`config.mk`:
```
export PLATFORM = sky130hd
export DESIGN_NAME = uflc_seq
export DESIGN_NICKNAME = d
export VERILOG_FILES = /design/src/sv/uflc_pkg.sv /design/src/sv/uflc_seq.sv
export SDC_FILE = /design/constraint.sdc
export NUM_CORES = 1
export LEC_CHECK = 0
export ABC_CLOCK_PERIOD_IN_PS = 2400
export BUFFER_PORTS_ARGS = -buffer_cell sky130_fd_sc_hd__buf_2
export CAP_MARGIN = 0
export CORE_MARGIN = 1
export CORE_UTILIZATION = 26
export CTS_CLUSTER_DIAMETER = 60
export DETAILED_ROUTE_END_ITERATION = 10
export GPL_TIMING_DRIVEN = 0
export PLACE_DENSITY_LB_ADDON = 0.05
export SKIP_LAST_GASP = 1
export SLEW_MARGIN = 25
export SYNTH_ARGS = -nofsm -noshare
export SYNTH_HDL_FRONTEND = slang
export SYNTH_SLANG_ARGS = --single-unit
export TNS_END_PERCENT = 100
```
`constraint.sdc`:
```
create_clock -name i_clk -period 2.4 [get_ports i_clk]
set_input_delay 0.36 -clock i_clk [delete_from_list [all_inputs] [get_ports i_clk]]
set_output_delay 0.36 -clock i_clk [all_outputs]
set_load 0.05 [all_outputs]
```
`src/sv/uflc_pkg.sv`:
```
`timescale 1ns / 1ps
// ----------------------------------------------------------------------------
// Union-find engine package
// Field widths, the sequencer's control word and flags, and the microcode
// program that steps the datapath through one edge.
// ----------------------------------------------------------------------------
package uflc_pkg;

    localparam int NODE_W        = 10;
    localparam int SIZE_W        = 11;
    localparam int CNT_W         = 11;
    localparam int DEF_MAX_NODES = 1024;
    localparam logic [CNT_W-1:0] CNT_RESET = 11'd1024;

    localparam int STEP_W = 5;

    localparam logic [STEP_W-1:0] ST_CLEAR    = 5'd0;
    localparam logic [STEP_W-1:0] ST_IDLE     = 5'd1;
    localparam logic [STEP_W-1:0] ST_CHECK    = 5'd2;
    localparam logic [STEP_W-1:0] ST_FA_RD    = 5'd3;
    localparam logic [STEP_W-1:0] ST_FA_TEST  = 5'd4;
    localparam logic [STEP_W-1:0] ST_FA_RDUP  = 5'd5;
    localparam logic [STEP_W-1:0] ST_FA_HALVE = 5'd6;
    localparam logic [STEP_W-1:0] ST_FB_INIT  = 5'd7;
    localparam logic [STEP_W-1:0] ST_FB_RD    = 5'd8;
    localparam logic [STEP_W-1:0] ST_FB_TEST  = 5'd9;
    localparam logic [STEP_W-1:0] ST_FB_RDUP  = 5'd10;
    localparam logic [STEP_W-1:0] ST_FB_HALVE = 5'd11;
    localparam logic [STEP_W-1:0] ST_J_ROOTB  = 5'd12;
    localparam logic [STEP_W-1:0] ST_J_SZA    = 5'd13;
    localparam logic [STEP_W-1:0] ST_J_SZB    = 5'd14;
    localparam logic [STEP_W-1:0] ST_J_LINK   = 5'd15;
    localparam logic [STEP_W-1:0] ST_FINISH   = 5'd16;

    // Source for the walk pointer.
    typedef enum logic [1:0] {
        V_HOLD  = 2'd0,
        V_LD_A  = 2'd1,
        V_LD_B  = 2'd2,
        V_LD_RD = 2'd3
    } t_vop;

    // Jump conditions.
    typedef enum logic [2:0] {
        C_NEVER    = 3'd0,
        C_ALWAYS   = 3'd1,
        C_IN_FIRE  = 3'd2,
        C_BAD      = 3'd3,
        C_ROOT     = 3'd4,
        C_SAME     = 3'd5,
        C_CLR_LAST = 3'd6,
        C_OUT_FREE = 3'd7
    } t_cond;

    typedef struct packed {
        logic              accept;
        t_vop              v_op;
        logic              p_rd_up;
        logic              s_rd_v;
        logic              ld_p;
        logic              ld_ra;
        logic              ld_sza;
        logic              ld_szb;
        logic              check;
        logic              halve;
        logic              link;
        logic              clear;
        logic              out_ld;
        t_cond             cond;
        logic              stay;
        logic [STEP_W-1:0] target;
    } t_ctrl;

    typedef struct packed {
        logic in_fire;
        logic bad;
        logic root;
        logic same;
        logic clr_last;
        logic out_free;
    } t_flags;

    // The program. A step without a true condition moves to the next step,
    // or stays put when its stay bit is set.
    function automatic t_ctrl uflc_ucode(input logic [STEP_W-1:0] step);
        t_ctrl c;
        c = '0;
        case (step)
            ST_CLEAR: begin
                c.clear  = 1'b1;
                c.cond   = C_CLR_LAST;
                c.target = ST_IDLE;
                c.stay   = 1'b1;
            end
            ST_IDLE: begin
                c.accept = 1'b1;
                c.cond   = C_IN_FIRE;
                c.target = ST_CHECK;
                c.stay   = 1'b1;
            end
            ST_CHECK: begin
                c.check  = 1'b1;
                c.v_op   = V_LD_A;
                c.cond   = C_BAD;
                c.target = ST_FINISH;
            end
            ST_FA_RD, ST_FB_RD: begin
                c.p_rd_up = 1'b0;
            end
            ST_FA_TEST: begin
                c.ld_p   = 1'b1;
                c.cond   = C_ROOT;
                c.target = ST_FB_INIT;
            end
            ST_FA_RDUP, ST_FB_RDUP: begin
                c.p_rd_up = 1'b1;
            end
            ST_FA_HALVE: begin
                c.halve  = 1'b1;
                c.v_op   = V_LD_RD;
                c.cond   = C_ALWAYS;
                c.target = ST_FA_RD;
            end
            ST_FB_INIT: begin
                c.ld_ra = 1'b1;
                c.v_op  = V_LD_B;
            end
            ST_FB_TEST: begin
                c.ld_p   = 1'b1;
                c.cond   = C_ROOT;
                c.target = ST_J_ROOTB;
            end
            ST_FB_HALVE: begin
                c.halve  = 1'b1;
                c.v_op   = V_LD_RD;
                c.cond   = C_ALWAYS;
                c.target = ST_FB_RD;
            end
            ST_J_ROOTB: begin
                c.cond   = C_SAME;
                c.target = ST_FINISH;
            end
            ST_J_SZA: begin
                c.s_rd_v = 1'b1;
                c.ld_sza = 1'b1;
            end
            ST_J_SZB: begin
                c.ld_szb = 1'b1;
            end
            ST_J_LINK: begin
                c.link = 1'b1;
            end
            ST_FINISH: begin
                c.out_ld = 1'b1;
                c.cond   = C_OUT_FREE;
                c.target = ST_IDLE;
                c.stay   = 1'b1;
            end
            default: begin
                c.cond   = C_ALWAYS;
                c.target = ST_IDLE;
            end
        endcase
        return c;
    endfunction

endpackage

```
`src/sv/uflc_seq.sv`:
```
`timescale 1ns / 1ps
// ----------------------------------------------------------------------------
// Microcode sequencer
// Step counter, program table lookup and conditional jump logic.
// ----------------------------------------------------------------------------
module uflc_seq (
    input  logic             i_clk,
    input  logic             i_rst_n,
    input  uflc_pkg::t_flags i_flags,
    output uflc_pkg::t_ctrl  o_ctrl
);
    import uflc_pkg::*;

    logic [STEP_W-1:0] r_pc;
    logic [STEP_W-1:0] n_pc;
    t_ctrl             w_ctrl;
    logic              w_take;

    assign w_ctrl = uflc_ucode(r_pc);

    always_comb begin
        case (w_ctrl.cond)
            C_NEVER:    w_take = 1'b0;
            C_ALWAYS:   w_take = 1'b1;
            C_IN_FIRE:  w_take = i_flags.in_fire;
            C_BAD:      w_take = i_flags.bad;
            C_ROOT:     w_take = i_flags.root;
            C_SAME:     w_take = i_flags.same;
            C_CLR_LAST: w_take = i_flags.clr_last;
            C_OUT_FREE: w_take = i_flags.out_free;
            default:    w_take = 1'b0;
        endcase

        if (w_take) begin
            n_pc = w_ctrl.target;
        end else if (w_ctrl.stay) begin
            n_pc = r_pc;
        end else begin
            n_pc = r_pc + 1'b1;
        end
    end

    always_ff @(posedge i_clk) begin
        if (!i_rst_n) begin
            r_pc <= ST_CLEAR;
        end else begin
            r_pc <= n_pc;
        end
    end

    assign o_ctrl = w_ctrl;

endmodule

```
==> summary.md <==
| Metric | Value |
|---|---|
| Number of global-route vias before repair | `903` |
| Max VDD drop | `0.000475 V` |
| Die Y | `58.6 um` |
| Drt wl/cell | `13.1 um` |
| Row cnt | `20` |
| Ports | `31` |
| Max Fclk | `395 MHz` |
| Setup violators final | `2` |
| Total power | `0.00171 W` |
| Max reg flops | `5` |
| Final Hold Fails | `0` |
| Worst Hold Class | `in -> reg` |
| Sequential Power Share | `8.2%` |
| CTS tree | `built` |
| Status | `finished with violations` |
| Setup crit end kind | `output port` |
| Detailed placer's ending HPWL | `2000 um` |
| Yosys top cell by area | `dfxtp_1` |
| Share of cells above drive strength 1 | `55.1%` |
| Gr ovfl total | `0` |
| Clock power frac | `5.7%` |
| Clock Tree Buf Depth | `2` |
| Routed Antenna Nets | `0` |
| Critical path arrival | `2.17 ns` |
| Gr usage total | `17.2%` |
| Pins Over Slew Limit | `0` |
| H-tree levels | `1` |
| Sw Share | `56.6%` |
| Critical Path Fanout Max | `3` |
| Worst slew margin | `70.0%` |
| Setup slack after layout | `-0.134 ns` |
| Failing checks | `negative setup slack` |
| Clk_lat worst skew | `0.24 ns` |
| Post-synthesis cell count | `115` |
| Non-filler cells, final | `202` |
| Vias/cell | `4.67` |
| RSZ-0062 raised after global routing | `yes` |
| Worst EP required | `2.04 ns` |
| Post-Syn Nets | `128` |
| Global-route wire length before repair | `4440 um` |
| Primary FF master, synth | `dfxtp_1` |
| Synth Cell Area | `832 um^2` |
| Drt initial violations | `34` |
| # hold bufs at CTS | `0` |
| TritonRoute pass-1 iters | `4` |
| Core Util, Final | `43.0%` |
| Die Footprint | `0.00343 mm^2` |
| Pleak | `0.631 nW` |
| Post-synthesis register bit count | `5` |
| Root Driver | `clkbuf_4` |
| N_diodes | `0` |
| Netlist cell types | `42` |
| Hold Slack | `0.429 ns` |
| Max-cap violations | `0` |
| Design area | `0.00131 mm^2` |
| Setup crit start kind | `flop` |
| Drt drc | `0` |
| Ys Warns | `0` |
| Synth-to-Final Area Change | `57.7%` |
| Routability cong. | `0.754` |
| Initial core utilization | `27.3%` |
| Clock sinks | `5` |
| Top reg by flops | `r_pc` |
| EDFF count, synth | `0` |
| Layer with the highest usage | `met2` |
| Skew final | `0.00469 ns` |
| Clock-pin slew on the worst setup and hold paths | `0.05 ns` |
| M1 GR Usage | `23.1%` |
| M3 GR Usage | `1.98%` |
| CP Class | `reg -> out` |
| Largest net degree at the start of global routing | `11` |
| Die W | `58.6 um` |
| Placed cell count | `189` |
| Fillers | `343` |
| Crit path time final | `2.53 ns` |
| Worst-Margin Slew | `0.446 ns` |
| Top cell type's share of synthesized area | `12.0%` |
| Post-synthesis async set-or-reset flop share | `0%` |
| Via count | `944` |
| Tcrit/Tclk final | `106%` |
| Inserted Clock Buffers | `3` |
| Pwr dens | `1300 mW/mm^2` |
| Ranking of synthesized cells by area | `dfxtp_1 (12%), ha_1 (7.5%), nor2_1 (6.8%), nand2_1 (5.9%), inv_1 (5.0%)` |
| Initial antenna violation count | `0` |
| Post-synthesis area per instance | `7.24 um^2` |
| Core area | `0.00305 mm^2` |
| Met2 Use GR | `27.1%` |
| Pint | `0.000743 W` |
| Fin nets | `172` |
| IO buf count | `30` |
| Post-synthesis sequential area ratio | `12.0%` |
| Placed cell areas | `0.00115 mm^2` |
| Comb power frac | `86.1%` |
| Net Switching | `0.000968 W` |
| Largest registers | `r_pc (5)` |
| Drt total wl | `2640 um` |
## area by class of cell
class	instances	area [um^2]	share of cell area, %
Buffer	7	68.8	5.24
Clock buffer	4	26.3	2.00
Inverter	11	46.3	3.53
Multi-Input combinational cell	91	766	58.3
Sequential cell	5	113	8.58
Tap cell	44	55.1	4.19
Timing Repair Buffer	40	238	18.1
## synth_stat cells (2+ instances only)
master	count
nor3_1	2
nor2_1	15
nand3_1	3
a21oi_1	2
ha_1	5
o21ai_0	4
nand2b_1	4
xnor2_1	2
buf_2	5
a21o_1	2
nand3b_1	2
o21bai_1	2
and3_1	3
buf_6	2
mux2i_1	4
inv_1	11
mux2_2	2
nand2_1	13
dfxtp_1	5
or2_2	4
a21o_2	2
## layer usage
| layer | wire [um] | part of all wire, % |
|---|---|---|
| met3 | 81 | 3.1 |
| met4 | 38 | 1.4 |
| met2 | 1290 | 49 |
| met5 | 0 | 0 |
| met1 | 1220 | 46 |
## metrics by stage
stage               worst slack [ns]  TNS, ns
floorplan                    -0.0544   -0.134
global placement              -0.141   -0.141
detailed placement            -0.143   -0.143
CTS                           -0.125   -0.143
global route                  -0.176   -0.334
finish                        -0.134   -0.239
## cells in the final DEF (no fill, tap or decap), types with 2 or more instances in the layout
cell       n
buf_4     11
nand3b_1   2
buf_6      7
nand3_1    3
a21o_2     2
nor2_1    13
nand2b_1   3
buf_2     29
inv_1      9
o21bai_1   2
xnor2_1    2
nand2_1   13
or2_2      4
a21o_1     2
dfxtp_4    3
inv_4      2
o21ai_0    4
ha_4       4
clkbuf_4   3
and3_1     2
nor2_2     2
mux2i_1    4
## power groups by stage
stage          logic [W]  clock network, W  registers [W]
6_report         0.00147         0.0000982       0.000140
5_1_grt          0.00156          0.000110       0.000143
4_1_cts          0.00144          0.000105       0.000136
3_5_place_dp     0.00132                 0       0.000132
3_3_place_gp     0.00132                 0       0.000131
2_1_floorplan    0.00108                 0       0.000125
## worst max-delay path, cell delays in order, from the launching register on
cell     delay [ns]
dfxtp_4        0.38
inv_4          0.05
ha_4           0.15
mux2_4         0.25
a31o_1         0.22
or3_4          0.38
o32ai_4        0.30
buf_6          0.20
## path summary, 6_finish.rpt
path	start	to	slack, ns	cells after the start
hold reg to reg	r_pc[1]	r_pc[3]	0.68	4
hold / removal	i_rst_n	r_pc[0]	0.43	3
setup / recovery	r_pc[0]	o_ctrl[0]	-0.13	7
setup reg to reg	r_pc[1]	r_pc[2]	0.11	11
## cell families (layout without fill, tap and decap cells)
family | count (synthesis) | count (layout) | share of synthesized area, %
and+or+nand+nor | 53 | 53 | 32.2
muxes | 6 | 6 | 7.52
xor gates and xnor gates | 2 | 2 | 2.11
buffers and inverters | 19 | 62 | 11.6
adders and majority gates | 5 | 5 | 7.52
DFF | 5 | 5 | 12.0
AOI/OAI and AO/OA | 25 | 25 | 27.1
## timing repair
item,4_1_cts,5_1_grt
pin swaps,6,4
resized for setup,16,7
setup buffers,7,3
endpoints found under the setup margin,2,4
endpoints found under the hold margin,0,0
(Power assumes the default switching activity.)
