## config.mk

```make
export PLATFORM = sky130hd
export DESIGN_NAME = uflc_ram
export DESIGN_NICKNAME = d
export VERILOG_FILES = /design/src/sv/uflc_ram.sv
export SDC_FILE = /design/constraint.sdc
export NUM_CORES = 1
export LEC_CHECK = 0
export BUFFER_PORTS_ARGS = -buffer_cell sky130_fd_sc_hd__buf_2
export CAP_MARGIN = 20
export CORE_MARGIN = 2
export CORE_UTILIZATION = 45
export CTS_CLUSTER_DIAMETER = 50
export CTS_CLUSTER_SIZE = 20
export DETAILED_ROUTE_END_ITERATION = 10
export PLACE_DENSITY = 0.73
export SETUP_SLACK_MARGIN = 0.2
export SYNTH_ARGS = -nofsm -noshare
export SYNTH_HDL_FRONTEND = slang
export SYNTH_SLANG_ARGS = --single-unit
```

## constraint.sdc

```tcl
create_clock -name i_clk -period 1.43 [get_ports i_clk]
set_input_delay 0.0715 -clock i_clk [delete_from_list [all_inputs] [get_ports i_clk]]
set_output_delay 0.0715 -clock i_clk [all_outputs]
set_load 0.005 [all_outputs]
```

## src/sv/uflc_ram.sv

```systemverilog
`timescale 1ns / 1ps
// ----------------------------------------------------------------------------
// Generic simple dual-port RAM
// One write port and one read port, read data registered.
// ----------------------------------------------------------------------------
module uflc_ram #(
    parameter int WIDTH = 8,
    parameter int DEPTH = 16
) (
    input  logic                     i_clk,
    input  logic                     i_we,
    input  logic [$clog2(DEPTH)-1:0] i_waddr,
    input  logic [WIDTH-1:0]         i_wdata,
    input  logic [$clog2(DEPTH)-1:0] i_raddr,
    output logic [WIDTH-1:0]         o_rdata
);

    logic [WIDTH-1:0] r_mem [DEPTH];
    logic [WIDTH-1:0] r_rdata;

    always_ff @(posedge i_clk) begin
        if (i_we) begin
            r_mem[i_waddr] <= i_wdata;
        end
        r_rdata <= r_mem[i_raddr];
    end

    assign o_rdata = r_rdata;

endmodule

```

==> results of run 1 <==
## synthesized netlist by cell type (all sizes together)
cell type	number	area (um2)
nor3	4	20.0
nand2b	2	12.5
and2b	1	7.51
nand3b	2	15.0
clkdlybuf4s25	3	30.0
dfxtp	8	160
or3b	1	8.76
mux4	32	773
nand3	1	5.00
nand2	9	33.8
nor2	13	48.8
and2	1	6.26
edfxtp	128	3840
buf	7	56.3
a22oi	16	120
nor2b	1	6.26
## through the flow
stage                     hold WS (ns)  util, %
after detailed placement         0.454     49.8
after CTS                       0.0456     54.7
after floorplan                  0.170        -
after global placement           0.452     49.8
after global routing            0.0594     54.8
final                           0.0601     54.8
## final cells by class
cell class	count	area, um2	share of cell area (%)
clock buffers	18	439	7.11
flip-flops and latches	136	4000	64.8
repair buffers	49	355	5.75
well taps	143	179	2.90
clock inverters	13	108	1.74
multi-input cells	83	1090	17.7
## critical path: cells and delay by family, from the launching register on
kind / cells / cell delay, ns
multiplexers: 1 / 0.49
flip-flops: 1 / 0.37
AO/OA/AOI/OAI: 1 / 0.20
AND/OR/NAND/NOR: 1 / 0.09
## path summary, 6_finish.rpt
check	to	slack, ns	depth (start not counted)
worst max register to register	o_rdata[4]	0.16	3
worst min-delay path	r_mem[5][0]	0.06	1
worst min register to register	o_rdata[0]	0.68	3
worst max-delay path	o_rdata[4]	0.16	3
## registers in the layout, indices dropped and copies added (netlist names)
signal / flops
o_rdata: 8
r_mem: 128
## power breakdown
group          internal [mW]  total, mW  switching, mW
clock network           2.40       3.94           1.54
logic                  0.209      0.460          0.251
registers               4.46       4.49         0.0276
total                   7.07       8.89           1.82
## routing by layer
layer	track usage (%)	wire length [um]
met3	5.30	566
met2	27.1	4850
met4	5.75	85
met5	0	0
met1	21.9	4210
## kinds of logic (layout without fill, tap and decap cells)
kind of cell / count (synthesis) / count (layout) / synth area share [%]
buffers and inverters: 10 / 80 / 1.68
AO/OA/AOI/OAI: 16 / 16 / 2.33
AND/OR/NAND/NOR: 35 / 35 / 3.18
multiplexers: 32 / 32 / 15.0
flip-flops: 136 / 136 / 77.8
## repair_timing
action	CTS	global route
endpoints found under the hold margin	0	0
endpoints found under the setup margin	7	8
pin swaps	13	2
gates resized for setup	20	7
buffers inserted	0	0
==> results.json, run 1 <==
{
  "status": "complete, no violations",
  "power.total_mw": 8.89,
  "report.final.hold_viol_count": 0,
  "finalSetupTns_ns": 0,
  "cp.required_ns": 1.71,
  "gp_congestion": 0.797,
  "critical_path_class": "flip-flop to flip-flop",
  "period_needed_ns": 1.27,
  "io_pins": 26,
  "dp_cells": 411,
  "drive_gt1_share_pct": 43.1,
  "postSynthAreaPerCell_um2": 22.5,
  "ctsHoldBuffers": 0,
  "antenna_left": 0,
  "stdcell_area_um2": 6180,
  "tightest_slew_ns": 0.850,
  "synthesis.nets": 247,
  "vdd_drop_max_uv": 830,
  "die_x_um": 111,
  "grt_max_degree": 33,
  "slowest_stage": "mux4_2",
  "cp.arrival_ns": 1.55,
  "clk_pin_slew_ns": 0.06,
  "maxSlewViolCount": 0,
  "dpl_worst_slack_ns": -0.0376,
  "fillCellCount": 849,
  "cap_violations": 0,
  "ctsLongestPathBuffers": 2,
  "stdcell_count": 442,
  "timing.final.crit_share_pct": 88.5,
  "htreeDepth": 4,
  "layout_commonest_cell": "edfxtp_1",
  "cts_made_buffers": 17,
  "fin_ws_ns": 0.164,
  "ys_seq_area_share_pct": 77.8,
  "grt_setup_unrepaired": "true",
  "port_buffers": 25,
  "synth-seq-cells": 136,
  "post-route-drc-count": 0,
  "vias_per_cell": 5.56,
  "min_from": "i_wdata[0]",
  "hpwl_um": 6170,
  "leakagePower_nw": 2.06,
  "fp.dieH_um": 111,
  "num_rows": 39,
  "drt_iter0_markers": 202,
  "critical-path-max-stage-delay_ns": 0.49,
  "grt_util_all_layers_pct": 16.8,
  "diodes": 0,
  "grt_pass1_wl_um": 15000,
  "most-common-layout-cells": "edfxtp_1 (128), mux4_2 (31), buf_2 (25)",
  "endpoint_kind": "flip-flop",
  "r2r_start": "r_mem[3][4]",
  "max_slew_margin_pct": 43.1,
  "finalSetupViolCount": 0,
  "clkSinkCount": 136,
  "path_max_fanout": 1,
  "syn-instance-count": 229,
  "firstDrtPassIters": 4,
  "syn_area_um2": 5150,
  "fmax_mhz": 790,
  "post_dp_cell_area_um2": 5610,
  "grt_pass1_vias": 2627,
  "dieArea_um2": 12300,
  "powerDensity_nw_per_um2": 1440,
  "hold_class": "input pin to flip-flop",
  "grt_overflow": 0,
  "fin_nets": 305,
  "crit_chain": "mux4_2 -> a22oi_2 -> nand2_1",
  "initial_core_util_pct": 45.7,
  "synthToLayoutAreaGrowth_pct": 20.0,
  "vias": 2456,
  "core_um2": 11300,
  "cts_tree": "yes",
  "crit_start": "r_mem[3][4]",
  "start_kind": "flip-flop",
  "avgRoutedWirePerCell_um": 22.0,
  "finalClockSkew_ns": 0.00476,
  "antenna_found_initial": 0,
  "synth_cell_types": 19,
  "cts_root_buffer": "clkbuf_16",
  "clk_latency_ns": 0.40,
  "wl_um": 9710,
  "yosys_warnings": 0
}
(Power assumes the default switching activity.)
==> run 2: changes to the inputs <==
--- a/config.mk
+++ b/config.mk
@@ -8,11 +8,11 @@
 export BUFFER_PORTS_ARGS = -buffer_cell sky130_fd_sc_hd__buf_2
 export CAP_MARGIN = 20
 export CORE_MARGIN = 2
-export CORE_UTILIZATION = 45
+export CORE_UTILIZATION = 40
 export CTS_CLUSTER_DIAMETER = 50
 export CTS_CLUSTER_SIZE = 20
 export DETAILED_ROUTE_END_ITERATION = 10
-export PLACE_DENSITY = 0.73
+export PLACE_DENSITY = 0.67
 export SETUP_SLACK_MARGIN = 0.2
 export SYNTH_ARGS = -nofsm -noshare
 export SYNTH_HDL_FRONTEND = slang
==> run 2 against run 1 <==
  * Maximum frequency down 9.5%
  * Flip-flop and latch count stayed put
  * Cell count up 7.2%
  * Highest routed layer unchanged
==> results.json, run 2 (synthesis gave the netlist of run 1 again) <==
{
  "status": "complete, no violations",
  "layout_commonest_cell": "edfxtp_1",
  "dpl_worst_slack_ns": -0.156,
  "fmax_mhz": 715,
  "io_pins": 26,
  "cp.arrival_ns": 1.69,
  "fp.dieH_um": 117,
  "hold_class": "input pin to flip-flop",
  "regMostFlops": "r_mem",
  "crit_start": "r_mem[3][4]",
  "grt_pass1_vias": 2709,
  "start_kind": "flip-flop",
  "period_needed_ns": 1.40,
  "max_slew_margin_pct": 46.0,
  "grt_max_degree": 18,
  "stdcell_area_um2": 6310,
  "post_cts_buffers": 0,
  "maxSlewViolCount": 0,
  "grt_setup_unrepaired": "true",
  "avgRoutedWirePerCell_um": 22.3,
  "num_rows": 41,
  "cap_violations": 0,
  "htreeDepth": 4,
  "pwr-share-seq_pct": 47.6,
  "firstDrtPassIters": 4,
  "drive_gt1_share_pct": 35.8,
  "antenna_found_initial": 0,
  "wl_um": 10600,
  "diodes": 0,
  "drt_iter0_markers": 234,
  "vdd_drop_max_uv": 935,
  "finalClockSkew_ns": 0.00752,
  "post_dp_cell_area_um2": 5690,
  "initial_core_util_pct": 41.0,
  "cts_tree": "yes",
  "finalSetupViolCount": 0,
  "post-route-drc-count": 0,
  "cp.required_ns": 1.72,
  "most-common-layout-cells": "edfxtp_1 (128), buf_2 (25), buf_4 (20)",
  "grt_pass1_wl_um": 16200,
  "gp_congestion": 0.726,
  "p_clk_share_pct": 47.6,
  "critical_path_class": "flip-flop to flip-flop",
  "grt_util_all_layers_pct": 16.2,
  "clkSinkCount": 136,
  "min_from": "i_wdata[7]",
  "endpoint_kind": "flip-flop",
  "top_usage_layer": "met2",
  "leakagePower_nw": 2.15,
  "dieArea_um2": 13800,
  "cts_made_buffers": 17,
  "r2r_start": "r_mem[3][4]",
  "antenna_left": 0,
  "grt_overflow": 0,
  "power.switching_mw": 1.98,
  "met2_usage_pct": 26.0,
  "combPwrFrac_pct": 4.8,
  "path_max_fanout": 1,
  "port_buffers": 25,
  "hpwl_um": 6840,
  "synthToLayoutAreaGrowth_pct": 22.6,
  "met1_usage_pct": 22.2,
  "vias_per_cell": 5.30,
  "tightest_slew_ns": 0.806,
  "ctsLongestPathBuffers": 2,
  "core_um2": 12600,
  "vias": 2514,
  "fin_ws_ns": 0.0315,
  "cts_root_buffer": "clkbuf_16",
  "p_int_mw": 7.44,
  "die_x_um": 117,
  "powerDensity_nw_per_um2": 1490,
  "swShare_pct": 21.0,
  "clk_latency_ns": 0.41,
  "timing.final.crit_share_pct": 97.8,
  "clk_pin_slew_ns": 0.06,
  "largest_register_ffs": 128,
  "fin_nets": 307,
  "report.final.hold_viol_count": 0,
  "gr-usage-met3_pct": 4.09,
  "fillCellCount": 1001
}
[run 2: changes by cell type in the layout (fill, tap and decap cells not counted), moves of 5 or more]
cell      delta
a22oi_1     +12
a22oi_2     -12
clkinv_2     -6
inv_6        +5
mux4_1      +12
mux4_2      -12
[run 2: layout make-up]
| cell class | instances | area, um2 | share of cell area [%] |
|---|---|---|---|
| repair buffers | 51 | 395 | 6.27 |
| flip-flops and latches | 136 | 4000 | 63.5 |
| clock inverters | 15 | 189 | 2.99 |
| well taps | 172 | 215 | 3.41 |
| multi-input cells | 83 | 1080 | 17.1 |
| clock buffers | 17 | 425 | 6.74 |
[run 2: worst paths after layout]
path,slack [ns],end,depth (start not counted)
max reg2reg,0.03,o_rdata[4],4
min reg2reg,0.66,o_rdata[2],3
max,0.03,o_rdata[4],4
min,0.04,r_mem[6][7],1
[run 2: power by group through the flow]
stage	combinational [mW]	sequential, mW	clock, mW
after detailed placement	0.456	4.57	0
after CTS	0.461	4.49	4.53
after floorplan	0.227	4.56	0
final	0.455	4.49	4.48
after global routing	0.495	4.49	4.70
after global placement	0.444	4.56	0
[run 2: layer usage]
metal / routed length (um) / part of all wire, %
met3: 555 / 5.3
met4: 104 / 0.98
met1: 4610 / 44
met2: 5300 / 50
met5: 0 / 0
[run 2: metrics by stage]
step / util, % / instances / setup TNS (ns) / total power, mW / hold WS (ns)
floorplan: - / 229 / 0 / 4.79 / 0.170
finish: 50.2 / 474 / 0 / 9.43 / 0.0436
global placement: 45.2 / 442 / -0.442 / 5.01 / 0.447
CTS: 50.1 / 474 / 0 / 9.47 / 0.0357
detailed placement: 45.2 / 442 / -0.509 / 5.03 / 0.452
global route: 50.2 / 474 / -0.00382 / 9.69 / 0.0492
[run 2: timing repair]
item | 4_1_cts | 5_1_grt
pin swaps | 1 | 0
hold buffers | 0 | 0
resized for setup | 2 | 2
setup endpoints to repair | 8 | 8
endpoints found under the hold margin | 0 | 0
[run 2: worst max-delay path, cell delays in order, from the launching register on]
cell and delay [ns]:
edfxtp_1 0.36, mux4_2 0.49, a22oi_2 0.24, buf_4 0.16, nand2_2 0.04
==> run 3: changes to the inputs <==
--- a/config.mk
+++ b/config.mk
@@ -12,7 +12,7 @@
 export CTS_CLUSTER_DIAMETER = 50
 export CTS_CLUSTER_SIZE = 20
 export DETAILED_ROUTE_END_ITERATION = 10
-export PLACE_DENSITY = 0.67
+export PLACE_DENSITY = 0.65
 export SETUP_SLACK_MARGIN = 0.2
 export SYNTH_ARGS = -nofsm -noshare
 export SYNTH_HDL_FRONTEND = slang
==> constraint.sdc (replaced) <==
create_clock -name i_clk -period 1.43 [get_ports i_clk]
set_input_delay 0.0715 -clock i_clk [delete_from_list [all_inputs] [get_ports i_clk]]
set_output_delay 0.0715 -clock i_clk [all_outputs]
set_load 0.02 [all_outputs]
==> run 3 against run 2 <==
  * Global-route usage down 1.2 points
  * Largest power group unchanged
  * Largest cell class unchanged
  * Critical endpoint is now o_rdata[2]
  * Non-clock buffer count unchanged
  * Register-to-register slack better by 0.13 ns
  * Maximum frequency up 10%
  * Final area down 0.81%
==> results.json, run 3 (synthesis gave the netlist of run 1 again) <==
{
  "most-common-layout-cells": "edfxtp_1 (128), mux4_2 (25), buf_2 (25)",
  "grt_max_degree": 18,
  "drt_iter0_markers": 294,
  "regMostFlops": "r_mem",
  "gp_congestion": 0.702,
  "endpoint_kind": "flip-flop",
  "r2r_cells": 3,
  "fin_nets": 307,
  "report.final.hold_viol_count": 0,
  "finalSetupViolCount": 0,
  "ctsHoldBuffers": 0,
  "die_x_um": 117,
  "cp.arrival_ns": 1.55,
  "vdd_drop_max_uv": 934,
  "antenna_found_initial": 0,
  "hold_class": "input pin to flip-flop",
  "cts_root_buffer": "clkbuf_16",
  "io_pins": 26,
  "cts_made_buffers": 17,
  "grt_util_all_layers_pct": 15.1,
  "powerDensity_nw_per_um2": 1480,
  "core_um2": 12600,
  "fp.dieH_um": 117,
  "fmax_mhz": 788,
  "dieArea_um2": 13800,
  "initial_core_util_pct": 41.0,
  "diodes": 0,
  "status": "complete, no violations",
  "vias_per_cell": 5.09,
  "critical_path_class": "flip-flop to flip-flop",
  "finalClockSkew_ns": 0.00562,
  "hpwl_um": 6120,
  "path_max_fanout": 1,
  "avgRoutedWirePerCell_um": 20.5,
  "grt_setup_unrepaired": "true",
  "grt_pass1_vias": 2519,
  "wl_um": 9710,
  "grt_overflow": 0,
  "layout_commonest_cell": "edfxtp_1",
  "grt_pass1_wl_um": 15000,
  "vias": 2414,
  "max_slew_margin_pct": 33.6,
  "firstDrtPassIters": 4,
  "timing.final.crit_share_pct": 88.8,
  "post_cts_buffers": 0,
  "synthToLayoutAreaGrowth_pct": 21.6,
  "clkSinkCount": 136,
  "antenna_left": 0,
  "cp.required_ns": 1.71,
  "period_needed_ns": 1.27,
  "cap_violations": 0,
  "clk_pin_slew_ns": 0.06,
  "post-route-drc-count": 0,
  "tightest_slew_ns": 0.992,
  "cts_tree": "yes",
  "clk_latency_ns": 0.40,
  "finalSetupTns_ns": 0,
  "drive_gt1_share_pct": 39.1,
  "leakagePower_nw": 2.10,
  "port_buffers": 25,
  "hold_depth": 1,
  "largest_register_ffs": 128,
  "num_rows": 41,
  "maxSlewViolCount": 0,
  "htreeDepth": 4,
  "fin_util_pct": 49.8,
  "ctsLongestPathBuffers": 2,
  "start_kind": "flip-flop"
}
run 3: worst paths after layout:
kind / endpoint / startpoint / slack, ns
setup / recovery: o_rdata[2] / r_mem[3][2] / 0.16
hold reg to reg: o_rdata[3] / r_mem[12][3] / 0.67
hold / removal: r_mem[8][3] / i_wdata[3] / 0.04
setup reg to reg: o_rdata[2] / r_mem[3][2] / 0.16
run 3: layout make-up:
cell class | instances | area, um2
Fill cell | 1021 | 6310
Clock buffer | 19 | 443
Sequential cell | 136 | 4000
Multi-Input combinational cell | 83 | 1090
Tap cell | 172 | 215
Clock inverter | 13 | 153
Timing Repair Buffer | 51 | 358
run 3: timing repair:
action                                  in CTS  in global routing
endpoints found under the setup margin       8                  8
gates resized for setup                     14                  1
cloned                                       0                  0
pin swaps                                    8                  1
run 3: report_power, final:
group          internal (mW)  switching (mW)  leakage, nW
Clock                   2.77            1.55        0.283
Combinational          0.205           0.270        0.596
Sequential              4.46          0.0245         1.22
Total                   7.43            1.84         2.10
run 3: metal layers:
layer / GRT usage (%) / vias to the layer above / part of all wire (%) / routed length [um]
met4: 6.55 / 0 / 1.4 / 137
li1: - / 1084 / - / -
met5: 0 / - / 0 / 0
met2: 23.4 / 72 / 50 / 4890
met1: 20.8 / 1251 / 43 / 4170
met3: 3.26 / 7 / 5.3 / 514
run 3: critical path, cell delays in order (launching register included):
cell and delay (ns):
edfxtp_1 0.38, mux4_2 0.49, a22oi_2 0.20, nand2_1 0.09
run 3: per-stage QoR:
| stage | cell area [um2] | power [mW] | setup slack (ns) | cells | hold slack, ns |
|---|---|---|---|---|---|
| after floorplan | 5160 | 4.82 | 0.0924 | 229 | 0.170 |
| after global placement | 5650 | 5.02 | -0.0611 | 442 | 0.456 |
| after detailed placement | 5650 | 5.03 | -0.0676 | 442 | 0.470 |
| after CTS | 6250 | 9.35 | 0.167 | 474 | 0.0374 |
| after global routing | 6260 | 9.58 | 0.0988 | 474 | 0.0416 |
| final | 6260 | 9.27 | 0.161 | 474 | 0.0450 |
